==> config.mk <==
export PLATFORM = sky130hd
export DESIGN_NAME = lzfw_addr_unit
export DESIGN_NICKNAME = d
export VERILOG_FILES = /design/src/sv/lzfw_pkg.sv /design/src/sv/lzfw_addr_unit.sv
export SDC_FILE = /design/constraint.sdc
export NUM_CORES = 1
export LEC_CHECK = 0
export BUFFER_PORTS_ARGS = -buffer_cell sky130_fd_sc_hd__buf_2
export CAP_MARGIN = 40
export CORE_ASPECT_RATIO = 1.5
export CORE_MARGIN = 3
export CORE_UTILIZATION = 42
export DETAILED_ROUTE_END_ITERATION = 10
export GPL_TIMING_DRIVEN = 0
export PLACE_DENSITY = 0.77
export SETUP_SLACK_MARGIN = 0.05
export SLEW_MARGIN = 5
export SYNTH_ARGS = -nofsm -noshare
export SYNTH_HDL_FRONTEND = slang
export SYNTH_SLANG_ARGS = --single-unit
==> constraint.sdc <==
create_clock -name vclk -period 1.97
set_input_delay 0.197 -clock vclk [all_inputs]
set_output_delay 0.197 -clock vclk [all_outputs]
set_load 0.005 [all_outputs]
==> src/sv/lzfw_pkg.sv <==
// lzfw_pkg: shared types and constants for the LZ flag-bit window decompressor.
// No dependencies. Used by lzfw_addr_unit and lz_flagbit_window_decompressor_unit.
`default_nettype none

package lzfw_pkg;

   // decoder phase codes
   typedef logic [2:0] phase_type;
   localparam phase_type PH_HDR_LO   = 3'd0;
   localparam phase_type PH_HDR_HI   = 3'd1;
   localparam phase_type PH_FLAG     = 3'd2;
   localparam phase_type PH_LITERAL  = 3'd3;
   localparam phase_type PH_MATCH_LO = 3'd4;
   localparam phase_type PH_MATCH_HI = 3'd5;
   localparam phase_type PH_DONE     = 3'd6;

   // address unit operations
   typedef logic [0:0] addr_op_type;
   localparam addr_op_type OP_SUB = 1'b0;   // (a - b) modulo window
   localparam addr_op_type OP_INC = 1'b1;   // (a + 1) modulo window

   localparam int          DIST_W     = 12;
   localparam logic [4:0]  MATCH_BIAS = 5'd3;
   localparam logic [15:0] COUNT_MAX  = 16'hFFFF;

endpackage

`default_nettype wire

==> src/sv/lzfw_addr_unit.sv <==
// lzfw_addr_unit: shared modular address adder for the history window.
// Depends on lzfw_pkg for operation codes.
`default_nettype none

module lzfw_addr_unit #(
   parameter int WINDOW_SIZE = 8192,
   localparam int AW = $clog2(WINDOW_SIZE)
) (
   input  wire lzfw_pkg::addr_op_type op,
   input  wire logic [AW-1:0]         a,
   input  wire logic [AW-1:0]         b,
   output logic      [AW-1:0]         result
);
   import lzfw_pkg::*;

   localparam logic [AW:0] WIN = (AW+1)'(WINDOW_SIZE);

   logic [AW:0] diff;
   logic [AW:0] diff_fix;
   logic [AW:0] inc;

   always_comb begin
      diff     = {1'b0, a} - {1'b0, b};
      // borrow out means the source fell behind the window start
      diff_fix = diff[AW] ? (diff + WIN) : diff;
      inc      = {1'b0, a} + {{AW{1'b0}}, 1'b1};
      unique case (op)
         OP_SUB:  result = diff_fix[AW-1:0];
         OP_INC:  result = (inc == WIN) ? '0 : inc[AW-1:0];
         default: result = '0;
      endcase
   end

endmodule

`default_nettype wire

Word-level counts from Yosys, hierarchy flattened
Index checks and enable logic that the tools add are counted.
{ "totals": {"regBits": 0, "latchBits": 0, "ramBits": 0, "mem_bits_ro": 0, "word_cells": 8, "mem_count": 0} }
{ "op_classes": {"n_addsub": 3, "n_mul": 0, "n_div": 0, "order_cmp": 0, "n_eq_ne": 1, "shift": 0, "n_mux": 3, "bitwise_logic": 1, "reduce_logical": 0} }
{ "ops": {"columns": ["operator", "n"], "rows": [
  ["13-bit two-way mux", 2],
  ["13-bit case mux with 2 select lines", 1],
  ["13-bit by 1-bit adder with 14-bit output, second input constant", 1],
  ["14-bit equality test, second input constant", 1],
  ["13-bit by 13-bit subtractor with 14-bit output", 1],
  ["13-bit by 1-bit adder with 13-bit output, second input constant", 1],
  ["1-bit inverter", 1]
]} }

Depth between registers and ports, before layout
Gate-level depths: netlist of run 1.
{ "depth": {"word_depth": 4, "ltp_mapped": 8, "ltp_nobuf": 8} }

Worst setup path after synthesis of run 1
No wires, ideal clock.
{ "synth_path": {"path_kind": "input to output", "from": "input port a[0]", "to": "output port result[8]", "arrival_time_ps": 1731, "setup_slack_ps": 42, "cell_stages": 8, "path_buffers": 0, "path_cell_list": "inv_1 -> ha_1 -> fa_1 -> nand2b_1 -> a21oi_1 -> o211a_1 -> nor3_1 -> o32ai_1"} }
{ "synth_between": {"elab_chain_cells": 4, "elab_cells_between_ends": 7, "cone_classes": "add/sub (3); eq/ne (1); mux (3)"} }
{ "synth_lines": {"columns": ["element", "line_no", "text"], "rows": [
  ["start, declared", "lzfw_addr_unit.sv:10", "input wire logic [AW-1:0] a,"],
  ["13-bit by 13-bit subtractor with 14-bit output or 13-bit by 1-bit adder with 14-bit output (tied branches)", "lzfw_addr_unit.sv:23, lzfw_addr_unit.sv:26", null],
  ["13-bit by 1-bit adder with 13-bit output or 14-bit equality test (tied branches)", "lzfw_addr_unit.sv:25, lzfw_addr_unit.sv:29", null],
  ["13-bit two-way mux (on tied branches)", "lzfw_addr_unit.sv:25, lzfw_addr_unit.sv:29", null],
  ["13-bit case mux with 2 select lines *", "lzfw_addr_unit.sv:27", "unique case (op)"],
  ["end, declared", "lzfw_addr_unit.sv:12", "output logic [AW-1:0] result"]
]} }
Mark *: on every way between the ends. The rest lies on a longest branch, timed or not.

Final worst setup path of run 1
{ "layout_path": {"from": "input port b[3]", "to": "output port result[10]"} }
{ "layout_between": {"elab_chain_cells": 4} }
{ "layout_lines": {"columns": ["element", "line_no", "text"], "rows": [
  ["start, declared", "lzfw_addr_unit.sv:11", "input wire logic [AW-1:0] b,"],
  ["13-bit by 13-bit subtractor with 14-bit output *", "lzfw_addr_unit.sv:23", "diff = {1'b0, a} - {1'b0, b};"],
  ["13-bit by 1-bit adder with 13-bit output", "lzfw_addr_unit.sv:25", "diff_fix = diff[AW] ? (diff + WIN) : diff;"],
  ["13-bit two-way mux *", "lzfw_addr_unit.sv:25", null],
  ["13-bit case mux with 2 select lines *", "lzfw_addr_unit.sv:27", null]
]} }
Marks and branches as above.

==> flow_metrics.env, run 1 <==
export IMPL_netlist_instances=150
export IMPL_synth_yosys_warnings=0
export IMPL_area_delta_synth_final_pct=53.3
export IMPL_worst_slack_ns=-0.0410
export IMPL_slew_headroom=0.723
export IMPL_final_period_utilization=1.02
export IMPL_synth_area_um2=1050
export IMPL_track_usage=0.238
export IMPL_min_period_ns=2.01
export IMPL_tightestPinTransition_ns=0.415
export IMPL_setup_violations=1
export IMPL_dieArea_um2=3150
export IMPL_final_nets=239
export IMPL_min_path_type="input port to primary output"
export IMPL_final_area_um2=1610
export IMPL_irDropWorstVdd_v=0.000161
export IMPL_drcViolationCount=0
export IMPL_hp_start="a[0]"
export IMPL_rsz0062_at_grt="true"
export IMPL_critPathKind="input port to primary output"
export IMPL_path_max_fanout=4
export IMPL_wirelength_um=3670
export IMPL_die_y_um=67.3
export IMPL_status="finished with violations"
export IMPL_fmax_mhz=497
export IMPL_via_per_inst=6.25
export IMPL_diodes=0
export IMPL_drt_iter0_markers=38
export IMPL_initial_core_util=0.455
export IMPL_port_buffers=38
export IMPL_yosysTopAreaCell="ha_1"
export IMPL_fp_dieW_um=46.8
export IMPL_cp_start_kind="input port"
export IMPL_violations="negative setup slack"
export IMPL_syn_num_nets=191
export IMPL_ys_seq_area_frac=0
export IMPL_p_per_area_nw_per_um2=291
export IMPL_gr_total_overflow=0
export IMPL_slew_violations=0
export IMPL_grt_max_degree=11
export IMPL_postLayoutCoreUtil=0.697
export IMPL_clkbuf_count=0
export IMPL_cp_end_kind="primary output"
export IMPL_gp_congestion=0.880
export IMPL_grt_pass1_wl_um=5840
export IMPL_postSynthAreaPerCell_um2=7.01
export IMPL_hold_violations=0
export IMPL_firstDrtPassIters=4
export IMPL_place_area_um2=1270
export IMPL_dp_hpwl_um=2470
export IMPL_critical_path_required_ns=1.77
export IMPL_leakagePower_nw=0.691
export IMPL_cp_data_arrival_time_ns=1.81
export IMPL_ios=40
export IMPL_min_to="result[0]"
export IMPL_vias=1369
export IMPL_design_seq_count=0
export IMPL_ys_top_cells_by_area="ha_1, xor2_1, o21a_1, inv_1, a21oi_1"
export IMPL_grt_pass1_vias=1367
export IMPL_hold_depth=4
export IMPL_antenna_found_initial=0
export IMPL_wire_per_inst_um=16.8
export IMPL_drive_above_1_share=0.423
export IMPL_fin_setup_tns_ns=-0.0410
export IMPL_core_rowCount=21
export IMPL_synth_top_cell_area_share=0.155
export IMPL_core_area_um2=2310
export IMPL_synthDistinctLibCells=46
export IMPL_regArea_um2=0
export IMPL_ant_nets=0
export IMPL_maxCapViolCount=0
[cells in the mapped netlist, types with 2 or more instances]
| library cell | count |
|---|---|
| nor4b_1 | 3 |
| inv_1 | 15 |
| nor3_1 | 6 |
| nand2b_1 | 4 |
| a22oi_1 | 2 |
| a21o_1 | 3 |
| o22ai_1 | 3 |
| nand3_1 | 6 |
| and2_1 | 2 |
| o21a_1 | 8 |
| o211a_1 | 2 |
| o21ai_0 | 3 |
| a211oi_1 | 2 |
| o32ai_1 | 2 |
| xor2_1 | 8 |
| nand2_1 | 7 |
| nor3b_1 | 3 |
| xnor2_1 | 5 |
| mux2i_1 | 2 |
| nand4_1 | 5 |
| and4_1 | 2 |
| nor2_1 | 5 |
| o21ai_1 | 2 |
| a21oi_1 | 9 |
| o211ai_1 | 3 |
| o31ai_1 | 2 |
| nor2b_1 | 3 |
| clkbuf_1 | 2 |
| ha_1 | 13 |
| buf_1 | 2 |
[cells by family after synthesis]
kind of cell	count (synthesis)	share of synthesized area
buffers and inverters	21	0.0762
adder cells (fa/ha/maj)	14	0.174
multiplexers	2	0.0190
XOR/XNOR	13	0.108
AO/OA/AOI/OAI	50	0.350
AND/OR/NAND/NOR	50	0.273
[worst max-delay path by stage]
stage,start,slack [ns],cells past startpoint,to
after global routing,b[3],-0.09,10,result[10]
after detailed placement,a[0],-0.35,10,result[8]
after global placement,a[0],-0.31,10,result[8]
final,b[3],-0.04,10,result[10]
after floorplan,b[6],0.09,7,result[9]
after CTS,a[0],-0.03,11,result[12]
[critical path: stages]
cell,delay (ns)
buf_6,0.10
inv_4,0.05
ha_4,0.20
o211ai_1,0.32
a21oi_4,0.06
buf_6,0.13
o21a_1,0.17
o21a_1,0.18
o32ai_2,0.24
buf_2,0.16
[through the flow]
step / power, mW / hold WS, ns / std cells / setup WS (ns)
final: 0.469 / 0.755 / 219 / -0.0410
after global routing: 0.512 / 0.777 / 219 / -0.0897
after CTS: 0.423 / 0.755 / 218 / -0.0275
after detailed placement: 0.343 / 0.693 / 211 / -0.353
after global placement: 0.334 / 0.684 / 211 / -0.313
after floorplan: 0.228 / 0.453 / 150 / 0.0930
[metal layers]
layer / up-vias / routed length, um / track usage
met5: - / 0 / 0
met4: 0 / 102 / 0.0623
met3: 10 / 186 / 0.00800
met2: 48 / 1990 / 0.451
met1: 645 / 1390 / 0.275
li1: 666 / - / -
[area by class of cell]
| type | instances | area (um^2) |
|---|---|---|
| timing repair buffer | 46 | 304 |
| multi-input combinational | 129 | 1190 |
| inverter | 16 | 67.6 |
| buffer | 5 | 22.5 |
| fill | 196 | 701 |
| tap | 23 | 28.8 |
[timing repair]
item,4_1_cts,5_1_grt
hold buffers,0,0
gates cloned,0,0
setup endpoints to repair,9,11
pin swaps,21,11
buffers inserted,7,1
gates resized for setup,36,25
[report_power, final]
part,switching (mW),total [mW],leakage [nW],internal [mW]
logic,0.236,0.469,0.691,0.233
registers,0,0,0,0
clock network,0,0,0,0
total,0.236,0.469,0.691,0.233
[cells in the final DEF (no fill, tap or decap), drive strengths merged, types with 2 or more instances in the layout]
master	Yosys	layout
nor2	5	5
xor2	8	8
and2	2	2
xnor2	5	5
o32ai	2	2
a211oi	2	2
nor3b	3	3
nor2b	3	3
o21a	8	8
a22oi	2	2
o22ai	3	3
nand2	7	7
buf	3	48
clkbuf	2	3
a21oi	9	9
mux2i	2	2
ha	13	13
o31ai	3	3
and4	2	2
inv	15	15
o211a	2	2
nand3	6	6
nor3	6	6
o211ai	4	4
o21ai	5	5
a21o	4	4
nor4b	3	3
nand4	5	5
nand2b	4	4
(Power assumes the default switching activity.)
==> run 2: changes to the inputs <==
--- a/config.mk
+++ b/config.mk
@@ -12,7 +12,7 @@
 export CORE_UTILIZATION = 42
 export DETAILED_ROUTE_END_ITERATION = 10
 export GPL_TIMING_DRIVEN = 0
-export PLACE_DENSITY = 0.77
+export PLACE_DENSITY = 0.8
 export SETUP_SLACK_MARGIN = 0.05
 export SLEW_MARGIN = 5
 export SYNTH_ARGS = -nofsm -noshare
==> constraint.sdc (replaced) <==
create_clock -name vclk -period 1.8
set_input_delay 0.18 -clock vclk [all_inputs]
set_output_delay 0.18 -clock vclk [all_outputs]
set_load 0.005 [all_outputs]
==> run 2 against run 1 <==
The flow still finishes with violations (negative setup slack). Combinational power increased by 9.2%. Sequential share of layout area unchanged. Routed wire length increased by 2.6%. Utilization increased by 0.60 points. First-iteration DRC count decreased by 11%. Non-clock buffer count unchanged. Via count increased by 2.6%. Total power increased by 9.2%. Worst setup slack got worse by 0.19 ns. Largest cell class unchanged. Largest power group unchanged.
==> flow_metrics.env, run 2 (synthesis gave the netlist of run 1 again) <==
export IMPL_cp_start_kind="input port"
export IMPL_antenna_found_initial=0
export IMPL_ios=40
export IMPL_gr_total_overflow=0
export IMPL_track_usage=0.245
export IMPL_drive_above_1_share=0.429
export IMPL_crit_slowest_cell="fa_2"
export IMPL_power_uw=512
export IMPL_drcViolationCount=0
export IMPL_p_switching_uw=255
export IMPL_path_max_fanout=4
export IMPL_critical_path_required_ns=1.62
export IMPL_grt_util_met2=0.452
export IMPL_fmax_mhz=491
export IMPL_final_area_um2=1630
export IMPL_area_delta_synth_final_pct=54.6
export IMPL_drt_iter0_markers=34
export IMPL_leakagePower_nw=0.700
export IMPL_cpPeakStageDelay_ns=0.36
export IMPL_irDropWorstVdd_v=0.000180
export IMPL_design_seq_count=0
export IMPL_p_per_area_nw_per_um2=315
export IMPL_ant_nets=0
export IMPL_fp_dieW_um=46.8
export IMPL_min_to="result[0]"
export IMPL_critPathKind="input port to primary output"
export IMPL_met1_usage=0.272
export IMPL_wirelength_um=3770
export IMPL_p_int_uw=257
export IMPL_power_frac_seq=0
export IMPL_dieArea_um2=3150
export IMPL_path_cells="buf_8 -> inv_4 -> ha_4 -> fa_2 -> nand2b_4 -> a21oi_4 -> o211a_1 -> nor3_2 -> o32ai_2 -> buf_2"
export IMPL_busiest_layer="met2"
export IMPL_min_path_type="input port to primary output"
export IMPL_core_rowCount=21
export IMPL_crit_start="a[0]"
export IMPL_comb_power_share=1.000
export IMPL_maxCapViolCount=0
export IMPL_slew_headroom=0.738
export IMPL_grt_max_degree=11
export IMPL_final_common_cell="buf_2"
export IMPL_hp_start="b[0]"
export IMPL_regArea_um2=0
export IMPL_grt_pass1_vias=1368
export IMPL_fillCellCount=173
export IMPL_dp_slack_ns=-0.346
export IMPL_worst_slack_ns=-0.235
export IMPL_final_nets=239
export IMPL_initial_core_util=0.455
export IMPL_setup_violations=7
export IMPL_tightestPinTransition_ns=0.393
export IMPL_violations="negative setup slack"
export IMPL_diodes=0
export IMPL_status="finished with violations"
export IMPL_grt_pass1_wl_um=5910
export IMPL_cp_end_kind="primary output"
export IMPL_core_area_um2=2310
export IMPL_gp_congestion=0.866
export IMPL_dp_hpwl_um=2590
export IMPL_cp_data_arrival_time_ns=1.85
export IMPL_fin_setup_tns_ns=-0.864
export IMPL_hold_violations=0
export IMPL_final_period_utilization=1.13
export IMPL_via_per_inst=6.42
export IMPL_swShare=0.499
export IMPL_p_clk_frac=0
export IMPL_gr_usage_met3=0.0187
export IMPL_min_period_ns=2.03
export IMPL_firstDrtPassIters=4
export IMPL_vias=1405
export IMPL_slew_violations=0
export IMPL_rsz0062_at_grt="true"
export IMPL_port_buffers=38
export IMPL_ctsHoldBuffers=0
export IMPL_wire_per_inst_um=17.2
export IMPL_die_y_um=67.3
export IMPL_postLayoutCoreUtil=0.703
export IMPL_layout_common_cells="buf_2, inv_1, o21a_1, xor2_1, ha_4"
export IMPL_clkbuf_count=0
export IMPL_place_area_um2=1320
export IMPL_hold_depth=4
-- run 2: what timing repair did --
action | in CTS | in global routing
cloned | 0 | 0
buffers inserted | 7 | 2
resized for setup | 51 | 11
endpoints found under the setup margin | 13 | 11
pin swaps | 19 | 16
-- run 2: power by group through the flow --
stage	Combinational (mW)	Clock [mW]	Sequential (mW)
after detailed placement	0.395	0	0
final	0.512	0	0
after global placement	0.382	0	0
after global routing	0.557	0	0
after CTS	0.483	0	0
after floorplan	0.265	0	0
-- run 2: cell type report --
type	count	area (um^2)	area share
Inverter	16	67.6	0.0416
Tap cell	23	28.8	0.0177
Buffer	5	22.5	0.0139
Timing Repair Buffer	46	335	0.206
Multi-Input combinational cell	129	1170	0.721
-- run 2: worst max-delay path by stage --
stage	slack (ns)	depth (start not counted)	endpoint
floorplan	0.06	8	result[8]
detailed placement	-0.35	10	result[8]
global route	-0.27	10	result[8]
CTS	-0.18	10	result[8]
global placement	-0.31	10	result[8]
finish	-0.23	10	result[8]
-- run 2: per-layer routing --
metal,wire [um],share of wire
met2,2020,0.54
met3,160,0.042
met4,176,0.047
met5,0,0
met1,1410,0.37
-- run 2: worst max-delay path: cells and delay by family --
family                     cells  cell delay [ns]
AOI/OAI and AO/OA              3             0.66
buffers and inverters          3             0.26
adders and majority gates      2             0.51
and+or+nand+nor                2             0.24
-- run 2: through the flow --
step           hold slack, ns  cells
4_1_cts                 0.723    218
6_report                0.726    219
5_1_grt                 0.753    219
3_3_place_gp            0.648    211
2_1_floorplan           0.419    150
3_5_place_dp            0.670    211
==> run 3: changes to the inputs <==
--- a/config.mk
+++ b/config.mk
@@ -7,7 +7,7 @@
 export LEC_CHECK = 0
 export BUFFER_PORTS_ARGS = -buffer_cell sky130_fd_sc_hd__buf_2
 export CAP_MARGIN = 40
-export CORE_ASPECT_RATIO = 1.5
+export CORE_ASPECT_RATIO = 0.8
 export CORE_MARGIN = 3
 export CORE_UTILIZATION = 42
 export DETAILED_ROUTE_END_ITERATION = 10
==> run 3 against run 2 <==
The run still ends with negative setup slack left. Routed wire length down 7.3%. Total power up 1.0%. Flip-flop and latch count unchanged. Hold slack worse by 0.015 ns. Global-route usage down 3.3 points. Critical path depth up 1.
==> flow_metrics.env, run 3 (synthesis gave the netlist of run 1 again) <==
export IMPL_core_rowCount=15
export IMPL_rsz0062_at_grt="true"
export IMPL_p_per_area_nw_per_um2=311
export IMPL_cp_start_kind="input port"
export IMPL_grt_pass1_vias=1250
export IMPL_clkbuf_count=0
export IMPL_grt_max_degree=11
export IMPL_antenna_found_initial=0
export IMPL_slew_violations=0
export IMPL_worst_slack_ns=-0.215
export IMPL_port_buffers=38
export IMPL_gp_congestion=0.876
export IMPL_layout_common_cells="buf_2, buf_4, inv_1, ha_4, buf_6"
export IMPL_violations="negative setup slack"
export IMPL_dieArea_um2=3140
export IMPL_leakagePower_nw=0.709
export IMPL_drcViolationCount=0
export IMPL_track_usage=0.212
export IMPL_critPathKind="input port to primary output"
export IMPL_final_period_utilization=1.12
export IMPL_firstDrtPassIters=4
export IMPL_gr_total_overflow=0
export IMPL_regArea_um2=0
export IMPL_ios=40
export IMPL_hold_violations=0
export IMPL_postLayoutCoreUtil=0.733
export IMPL_drive_above_1_share=0.421
export IMPL_diodes=0
export IMPL_wire_per_inst_um=15.1
export IMPL_wirelength_um=3490
export IMPL_initial_core_util=0.463
export IMPL_drt_iter0_markers=68
export IMPL_design_seq_count=0
export IMPL_final_nets=240
export IMPL_dp_hpwl_um=2490
export IMPL_fp_dieW_um=61.9
export IMPL_area_delta_synth_final_pct=58.5
export IMPL_min_path_type="input port to primary output"
export IMPL_tightestPinTransition_ns=0.367
export IMPL_ant_nets=0
export IMPL_fmax_mhz=496
export IMPL_setup_violations=10
export IMPL_cp_data_arrival_time_ns=1.83
export IMPL_power_uw=517
export IMPL_grt_pass1_wl_um=5310
export IMPL_vias=1356
export IMPL_core_area_um2=2270
export IMPL_fin_cells=231
export IMPL_status="finished with violations"
export IMPL_die_y_um=50.7
export IMPL_fillCellCount=180
export IMPL_final_common_cell="buf_2"
export IMPL_worst_hold_slack_ns=0.712
export IMPL_path_max_fanout=4
export IMPL_min_period_ns=2.01
export IMPL_via_per_inst=5.87
export IMPL_critical_path_required_ns=1.62
export IMPL_irDropWorstVdd_v=0.000166
export IMPL_placed_cells=222
export IMPL_slew_headroom=0.754
export IMPL_cp_end_kind="primary output"
export IMPL_maxCapViolCount=0
[run 3: cell types whose count changed in the layout (fill, tap and decap cells not counted), moves of 2 or more]
cell and change:
buf_2 -3, buf_6 +3, buf_4 +3, inv_2 -2, o21ai_2 -2, buf_8 -3
[run 3: final cells by class]
cell class                 instances  area (um^2)  share of cell area
multi-input combinational        129         1190               0.715
inverter                          16         70.1              0.0421
buffer                             5         25.0              0.0150
tap                               34         42.5              0.0255
timing repair buffer              47          337               0.202
[run 3: metal layers]
| layer | part of all wire | track usage |
|---|---|---|
| met3 | 0.045 | 0.0103 |
| met4 | 0.021 | 0.0459 |
| met2 | 0.50 | 0.368 |
| met1 | 0.44 | 0.282 |
| met5 | 0 | 0 |
[run 3: where the power goes]
group / internal, mW / total (mW) / switching, mW
Clock: 0 / 0 / 0
Sequential: 0 / 0 / 0
Combinational: 0.264 / 0.517 / 0.253
Total: 0.264 / 0.517 / 0.253
[run 3: worst max-delay path, stage by stage]
cell and delay, ns:
buf_8 0.08, inv_4 0.03, ha_4 0.16, fa_2 0.36
nand2b_4 0.16, a21oi_4 0.17, o211a_1 0.19, buf_4 0.11
nor3_2 0.03, o32ai_2 0.21, buf_2 0.15
[run 3: worst paths after layout]
| check | start | endpoint | slack [ns] | cells past startpoint |
|---|---|---|---|---|
| worst max-delay path | a[0] | result[8] | -0.21 | 11 |
| worst min-delay path | b[0] | result[0] | 0.71 | 4 |
[run 3: what timing repair did]
action	CTS	global route
hold buffers	0	0
buffers inserted	3	6
setup endpoints to repair	13	11
pin swaps	13	16
resized for setup	27	32
[run 3: through the flow]
step                      instance area, um^2  TNS (ns)  setup slack (ns)
after floorplan                          1100         0            0.0553
after global placement                   1330     -1.60            -0.306
after detailed placement                 1330     -1.81            -0.320
after CTS                                1480    -0.772            -0.161
after global routing                     1670     -1.57            -0.291
final                                    1670    -0.959            -0.215
